**config.mk**
```make
export PLATFORM = sky130hd
export DESIGN_NAME = watchdog_feed_gate
export DESIGN_NICKNAME = d
export VERILOG_FILES = /design/src/wfg_pkg.sv /design/src/wfg_decide.sv /design/src/watchdog_feed_gate.sv
export SDC_FILE = /design/constraint.sdc
export NUM_CORES = 1
export LEC_CHECK = 0
export ABC_AREA = 1
export BUFFER_PORTS_ARGS = -buffer_cell sky130_fd_sc_hd__buf_2
export CELL_PAD_IN_SITES_DETAIL_PLACEMENT = 1
export CELL_PAD_IN_SITES_GLOBAL_PLACEMENT = 1
export CORE_AREA = 2 2 269 271
export DETAILED_ROUTE_END_ITERATION = 7
export DIE_AREA = 0 0 271 273
export PLACE_DENSITY_LB_ADDON = 0.1
export SLEW_MARGIN = 20
export SYNTH_ARGS = -nofsm -noshare
export SYNTH_HDL_FRONTEND = slang
export SYNTH_HIERARCHICAL = 1
export SYNTH_SLANG_ARGS = --single-unit
```
**constraint.sdc**
```tcl
create_clock -name clk -period 8.35 [get_ports clk]
set_clock_uncertainty 0.05 [all_clocks]
set_input_delay 0.835 -clock clk [delete_from_list [all_inputs] [get_ports clk]]
set_output_delay 0.835 -clock clk [all_outputs]
set_load 0.1 [all_outputs]
```
**src/wfg_pkg.sv**
```systemverilog
// ----------------------------------------------------------------------------
// wfg_pkg
// Types and codes shared by the watchdog feed gate modules.
// ----------------------------------------------------------------------------
package wfg_pkg;

  typedef enum logic [1:0] {
    KIND_HEALTH  = 2'd0,
    KIND_ENABLE  = 2'd1,
    KIND_DISABLE = 2'd2,
    KIND_PANIC   = 2'd3
  } wfg_kind_t;

  typedef enum logic [3:0] {
    RSN_NONE         = 4'd0,
    RSN_NOT_ENABLED  = 4'd1,
    RSN_PANIC        = 4'd2,
    RSN_GRACE        = 4'd3,
    RSN_HEARTBEAT    = 4'd4,
    RSN_VOLTAGE      = 4'd5,
    RSN_CURRENT      = 4'd6,
    RSN_TEMP         = 4'd7,
    RSN_HARD_FAULT   = 4'd8,
    RSN_STOP_TEST    = 4'd9,
    RSN_START_FAILED = 4'd10
  } wfg_reason_t;

  typedef enum logic [1:0] {
    CFG_GRACE_PERIOD = 2'd0,
    CFG_BOOT_TIME    = 2'd1,
    CFG_FEED_INHIBIT = 2'd2
  } wfg_cfg_idx_t;

  localparam int unsigned CfgIdxW  = 2;
  localparam int unsigned CfgDataW = 32;

  typedef struct packed {
    wfg_kind_t   kind;
    logic [31:0] now_tick;
    logic [3:0]  severe_faults;
    logic        heartbeat_fault;
    logic [31:0] stale_mask;
    logic [2:0]  voltage_flags;
    logic [2:0]  current_flags;
    logic [2:0]  temp_flags;
    logic        start_ok;
  } wfg_in_t;

  typedef struct packed {
    logic        feed_pulse;
    wfg_reason_t block_reason;
    logic [31:0] feed_total;
    logic [31:0] block_total;
    logic [31:0] last_feed_time;
    logic        log_event;
    logic [31:0] log_mask;
    logic        runtime_on;
    logic        hw_running;
    logic        panicked;
  } wfg_out_t;

  typedef struct packed {
    logic [31:0] grace_period;
    logic [31:0] boot_time;
    logic        feed_inhibit;
  } wfg_cfg_t;

  typedef struct packed {
    logic        enable_gate;
    logic        started;
    logic        panic_latch;
    logic [31:0] feed_cnt;
    logic [31:0] block_cnt;
    wfg_reason_t last_logged;
    wfg_reason_t last_reason;
    logic [31:0] feed_time;
  } wfg_state_t;

  // valid bit clear, or either fault bit set
  function automatic logic flags_bad(input logic [2:0] f);
    return !f[0] || (f[2:1] != 2'b00);
  endfunction

endpackage

```
**src/wfg_decide.sv**
```systemverilog
// ----------------------------------------------------------------------------
// wfg_decide
// Per-beat decision: control kinds, reason priority, start/feed, counters and log flag.
// ----------------------------------------------------------------------------
module wfg_decide
  import wfg_pkg::*;
(
  input  wfg_in_t    item,
  input  wfg_cfg_t   cfg,
  input  wfg_state_t st,
  output wfg_state_t st_nxt,
  output wfg_out_t   res
);

  wfg_reason_t rsn;
  logic        feed;
  logic        logev;
  logic [31:0] logmask;
  logic        in_grace;

  assign in_grace = (item.now_tick - cfg.boot_time) < cfg.grace_period;

  always_comb begin
    st_nxt  = st;
    rsn     = RSN_NONE;
    feed    = 1'b0;
    logev   = 1'b0;
    logmask = '0;
    unique case (item.kind)
      KIND_ENABLE: begin
        st_nxt.enable_gate = 1'b1;
        if (item.start_ok) begin
          st_nxt.started = 1'b1;
        end
      end
      KIND_DISABLE: begin
        if (!st.started) begin
          st_nxt.enable_gate = 1'b0;
        end
      end
      KIND_PANIC: begin
        st_nxt.panic_latch = 1'b1;
      end
      KIND_HEALTH: begin
        if (!st.enable_gate)                         rsn = RSN_NOT_ENABLED;
        else if (st.panic_latch)                     rsn = RSN_PANIC;
        else if (cfg.feed_inhibit)                   rsn = RSN_STOP_TEST;
        else if (in_grace)                           rsn = RSN_GRACE;
        else if (item.severe_faults != 4'd0)         rsn = RSN_HARD_FAULT;
        else if (item.heartbeat_fault || (item.stale_mask != 32'd0))
                                                     rsn = RSN_HEARTBEAT;
        else if (flags_bad(item.voltage_flags))      rsn = RSN_VOLTAGE;
        else if (flags_bad(item.current_flags))      rsn = RSN_CURRENT;
        else if (flags_bad(item.temp_flags))         rsn = RSN_TEMP;

        if (rsn == RSN_NONE || rsn == RSN_GRACE) begin
          if (st.started || item.start_ok) begin
            st_nxt.started = 1'b1;
            feed = 1'b1;
            if (st.feed_cnt != '1) begin
              st_nxt.feed_cnt = st.feed_cnt + 32'd1;
            end
            st_nxt.feed_time = item.now_tick;
          end else begin
            rsn = RSN_START_FAILED;
          end
        end
        st_nxt.last_reason = rsn;
        if (!feed && rsn != RSN_NOT_ENABLED && rsn != RSN_GRACE) begin
          if (st.block_cnt != '1) begin
            st_nxt.block_cnt = st.block_cnt + 32'd1;
          end
          if (st.last_logged != rsn) begin
            st_nxt.last_logged = rsn;
            logev   = 1'b1;
            logmask = item.stale_mask;
          end
        end
      end
    endcase
  end

  always_comb begin
    res.feed_pulse     = feed;
    res.block_reason   = st_nxt.last_reason;
    res.feed_total     = st_nxt.feed_cnt;
    res.block_total    = st_nxt.block_cnt;
    res.last_feed_time = st_nxt.feed_time;
    res.log_event      = logev;
    res.log_mask       = logmask;
    res.runtime_on     = st_nxt.enable_gate;
    res.hw_running     = st_nxt.started;
    res.panicked       = st_nxt.panic_latch;
  end

endmodule

```
**src/watchdog_feed_gate.sv**
```systemverilog
// ----------------------------------------------------------------------------
// watchdog_feed_gate
// Decides per beat whether the hardware watchdog is kicked.
//
//   port group  dir  handshake           payload
//   in_*        in   in_valid/in_stall   wfg_in_t
//   out_*       out  out_valid/out_stall wfg_out_t
//   cfg_*       in   cfg_we              cfg_index, cfg_wdata
//
// One beat per cycle sustained while out_stall is low; a taken beat waits in
// the input register, then moves into the result register, which drives out_*.
// The decision logic sits between the input register and the result
// register and updates the supervisor state as the beat moves across.
// Reset clears all state and configuration. A stall on the result side
// holds the input register, then stalls the input once that is full.
// ----------------------------------------------------------------------------
module watchdog_feed_gate
  import wfg_pkg::*;
(
  input  logic                clk,
  input  logic                rst_n,
  input  logic                in_valid,
  output logic                in_stall,
  input  wfg_in_t             in_data,
  output logic                out_valid,
  input  logic                out_stall,
  output wfg_out_t            out_data,
  input  logic                cfg_we,
  input  logic [CfgIdxW-1:0]  cfg_index,
  input  logic [CfgDataW-1:0] cfg_wdata
);

  logic       s1_valid_r;
  wfg_in_t    s1_data_r;
  logic       out_valid_r;
  wfg_out_t   out_data_r;
  wfg_state_t st_r;
  wfg_state_t st_nxt;
  wfg_cfg_t   cfg_r;
  wfg_out_t   res;
  logic       advance;
  logic       in_take;

  assign advance  = s1_valid_r && (!out_valid_r || !out_stall);
  assign in_stall = s1_valid_r && !advance;
  assign in_take  = in_valid && !in_stall;

  wfg_decide u_decide (
    .item   (s1_data_r),
    .cfg    (cfg_r),
    .st     (st_r),
    .st_nxt (st_nxt),
    .res    (res)
  );

  always_ff @(posedge clk) begin
    if (!rst_n) begin
      s1_valid_r  <= 1'b0;
      out_valid_r <= 1'b0;
      st_r        <= '0;
      cfg_r       <= '0;
    end else begin
      if (in_take) begin
        s1_valid_r <= 1'b1;
      end else if (advance) begin
        s1_valid_r <= 1'b0;
      end
      if (advance) begin
        out_valid_r <= 1'b1;
        st_r        <= st_nxt;
      end else if (!out_stall) begin
        out_valid_r <= 1'b0;
      end
      if (cfg_we) begin
        unique case (cfg_index)
          CFG_GRACE_PERIOD: cfg_r.grace_period <= cfg_wdata;
          CFG_BOOT_TIME:    cfg_r.boot_time    <= cfg_wdata;
          CFG_FEED_INHIBIT: cfg_r.feed_inhibit <= cfg_wdata[0];
          default: ;
        endcase
      end
    end
  end

  always_ff @(posedge clk) begin
    if (in_take) begin
      s1_data_r <= in_data;
    end
    if (advance) begin
      out_data_r <= res;
    end
  end

  assign out_valid = out_valid_r;
  assign out_data  = out_data_r;

  a_started_sticky: assert property (@(posedge clk) disable iff (!rst_n)
    st_r.started |=> st_r.started)
    else $error("watchdog start flag dropped");

  a_log_real_reason: assert property (@(posedge clk) disable iff (!rst_n)
    (out_valid && out_data.log_event) |->
      (out_data.block_reason != RSN_NONE && out_data.block_reason != RSN_GRACE &&
       out_data.block_reason != RSN_NOT_ENABLED && !out_data.feed_pulse))
    else $error("log event without a real block reason");

  a_feed_needs_run: assert property (@(posedge clk) disable iff (!rst_n)
    (out_valid && out_data.feed_pulse) |-> out_data.hw_running)
    else $error("feed while watchdog not running");

  a_stall_only_full: assert property (@(posedge clk) disable iff (!rst_n)
    in_stall |-> (s1_valid_r && out_valid_r && out_stall))
    else $error("input stalled with room downstream");

endmodule
```
==> impl_results.md <==
* DIE HEIGHT at 273 um
* Pins Over Slew Limit at 0
* Peak supply drop at 0.138 mV
* Fin crit share at 77.9%
* Mapped Area at 21,100 um^2
* Total power of the final layout at 0.00527 W
* Number of global-route vias before repair at 17,400
* Iteration-0 DRC count of the detailed router at 678
* CP max FO at 33
* # setup viols final at 0
* CP Capture Type: register
* Max Cap Viol at 0
* Post-CTS sizing at 0
* Fin cells at 3,641
* Buf/Inv on CP at 1
* Yosys top cell area share at 31.0%
* Status: complete, no violations
* Crit path time final at 6.50 ns
* First-pass GRT wire length at 99,500 um
* Remaining Overflow, GRT at 0
* I/O Buffers at 258
* Crit path DAT at 6.75 ns
* Root Buffer: clkbuf_16
* Synth warnings at 6
* Vias per inst at 4.61
* DRT Pass-1 Iters at 4
* Slowest CP cell: nand2_2
* CP startpoint kind: register
* Gate Count Post-Synth at 2,538
* Slew @ Worst Pin at 1.07 ns
* Die Width at 271 um
* H-Tree Depth at 2
* TritonCTS clock tree: built
* Routed WL at 63,900 um
* Req. time, crit path at 8.60 ns
* GPL Wtd Cong at 0.821
* Distinct cells, synth at 50
* Share of cells above drive strength 1 at 16.4%
* Clock Sinks at 392
* Top_reg_cell synth: edfxtp_1
* Clk pin slew, worst setup/hold paths at 0.06 ns
* Maximum buffer depth of the clock tree at 3
* Top post-synthesis cells by area: edfxtp_1 31%, dfxtp_1 17%, nand2_1 9.9%
* Clock buffer count from CTS at 48
* Seq/Total Area, Yosys at 47.5%
* Final hold violation count at 0
* WS Path Type: register to register
* Mapped Avg Cell Area at 8.32 um^2
* Starting Density at 29.7%
* Initial antenna violation count at 5
* Gr usage total at 17.0%
* RSZ-0062 raised after global routing: false
* CTS hold repair buffers at 0
* DP HPWL at 45,300 um
* Headroom to the max-slew limit at 28.7%
* Ys async rst share at 0%
* Area Overhead vs Synth at 13.2%
* Most used cell, CP: nand2_1
* Core Box Area at 71,000 um^2
* Final net count at 2,836
* Via count at 16,800
* F_max at 0.154 GHz
* Post-route ant nets at 0
* Post-CTS Setup Bufs at 0
* Insertion delay to the later sink of the worst-skew pair at 0.60 ns
* Mapped Nets at 2,727
* Post-synth top area cell: edfxtp_1
* Placed Instance Area at 22,300 um^2
* Die area at 74,000 um^2
* Pwr dens at 221 nW/um^2
* Largest net degree at the start of global routing at 140
* Post-route cell area at 23,900 um^2
* Row count at 98
* Leak at 10.0 nW
* Yosys reg bits at 392
* # DRC at 0
* Post-synth EDFFs at 218
* Fillers at 8,434
* # placed instances at 3,547
* Drt wl/cell at 17.6 um
* Setup Total Neg Slack at 0 ns
* Worst Hold Class: primary input to register
* Crit path max-delay family: compound AO/OA/AOI/OAI gates
* IO Pins at 259
* CP max stage delay at 0.76 ns
## cell type report
type	instances	area, um^2	share of cell area [%]
sequential	392	10000	42.0
multi-input combinational	1654	8640	36.2
timing repair buffer	270	1400	5.84
clock buffer	62	1270	5.33
tap	950	1190	4.97
inverter	281	1060	4.44
clock inverter	28	294	1.23
antenna	4	10.0	0.0419
## layer usage
metal	wire length (um)	track usage, %	vias to the layer above
li1	-	-	8382
met1	29200	21.7	8082
met2	31200	29.5	236
met3	1940	2.49	82
met4	1600	5.23	0
met5	0	0	-
## cells in the mapped netlist (all sizes together) (19+ instances only)
cell type,instances
nand2,568
nor2,333
inv,280
edfxtp,218
a21oi,199
buf,192
dfxtp,174
nand3b,107
o21ai,81
nand3,79
ha,68
xor2,57
nor3,46
nand4,34
xnor2,25
clkbuf,19
## power by group
part	total [W]	internal, W	switching, W
registers	0.00223	0.00216	0.0000748
logic	0.000926	0.000259	0.000667
clock network	0.00211	0.00124	0.000873
## sequential cells by signal (all words and copies together), names as in the netlist
register	count
s1_valid_r	1
s1_data_r	81
st_r	107
out_data	137
cfg_r	65
out_valid	1
## layout by cell type, fill, tap and decap left out, types with 48 or more instances in the layout
master / n
clkbuf_16: 48
edfxtp_1: 218
buf_2: 257
nand3_1: 77
o21ai_0: 70
nand2_1: 554
dfxtp_1: 173
a21oi_1: 197
nand3b_1: 107
nor2_1: 294
inv_1: 250
ha_1: 68
xor2_1: 57
## worst paths after layout
path | start | end | slack [ns] | depth (start not counted)
worst min-delay path | in_data[50] | s1_data_r[50]$_DFFE_PP_ | 0.36 | 1
worst max-delay path | s1_data_r[49]$_DFFE_PP_ | out_data[4]$_DFFE_PP_ | 1.85 | 29
worst min register to register | cfg_r[39]$_SDFFE_PN0P_ | cfg_r[39]$_SDFFE_PN0P_ | 0.43 | 2
worst max register to register | s1_data_r[49]$_DFFE_PP_ | out_data[4]$_DFFE_PP_ | 1.85 | 29
## cells by family (layout without fill, tap and decap cells)
group	Yosys count	count (layout)	share of synthesized area [%]
AO/OA/AOI/OAI	309	309	7.72
XOR/XNOR	82	82	3.40
adder cells (fa/ha/maj)	69	69	4.13
buffers and inverters	492	641	11.7
flip-flops	392	392	47.5
other	0	4	0
AND/OR/NAND/NOR	1194	1194	25.6
## per-stage QoR
| step | hold slack [ns] | util [%] | setup slack, ns |
|---|---|---|---|
| CTS | 0.302 | 33.6 | 1.89 |
| detailed placement | 0.422 | 31.4 | 1.96 |
| floorplan | 0.402 | - | 0.746 |
| global placement | 0.412 | 31.4 | 2.12 |
| finish | 0.356 | 33.7 | 1.85 |
| global route | 0.313 | 33.7 | 1.32 |
## worst register-to-register path: cells and delay by family, from the launching register on
family,cells,cell delay [ns]
AOI/OAI and AO/OA,11,2.53
buffers and inverters,1,0.23
xor gates and xnor gates,1,0.14
DFF,1,0.40
and+or+nand+nor,14,2.25
adders and majority gates,2,0.63
No activity file was read; power rests on OpenSTA's default activity.
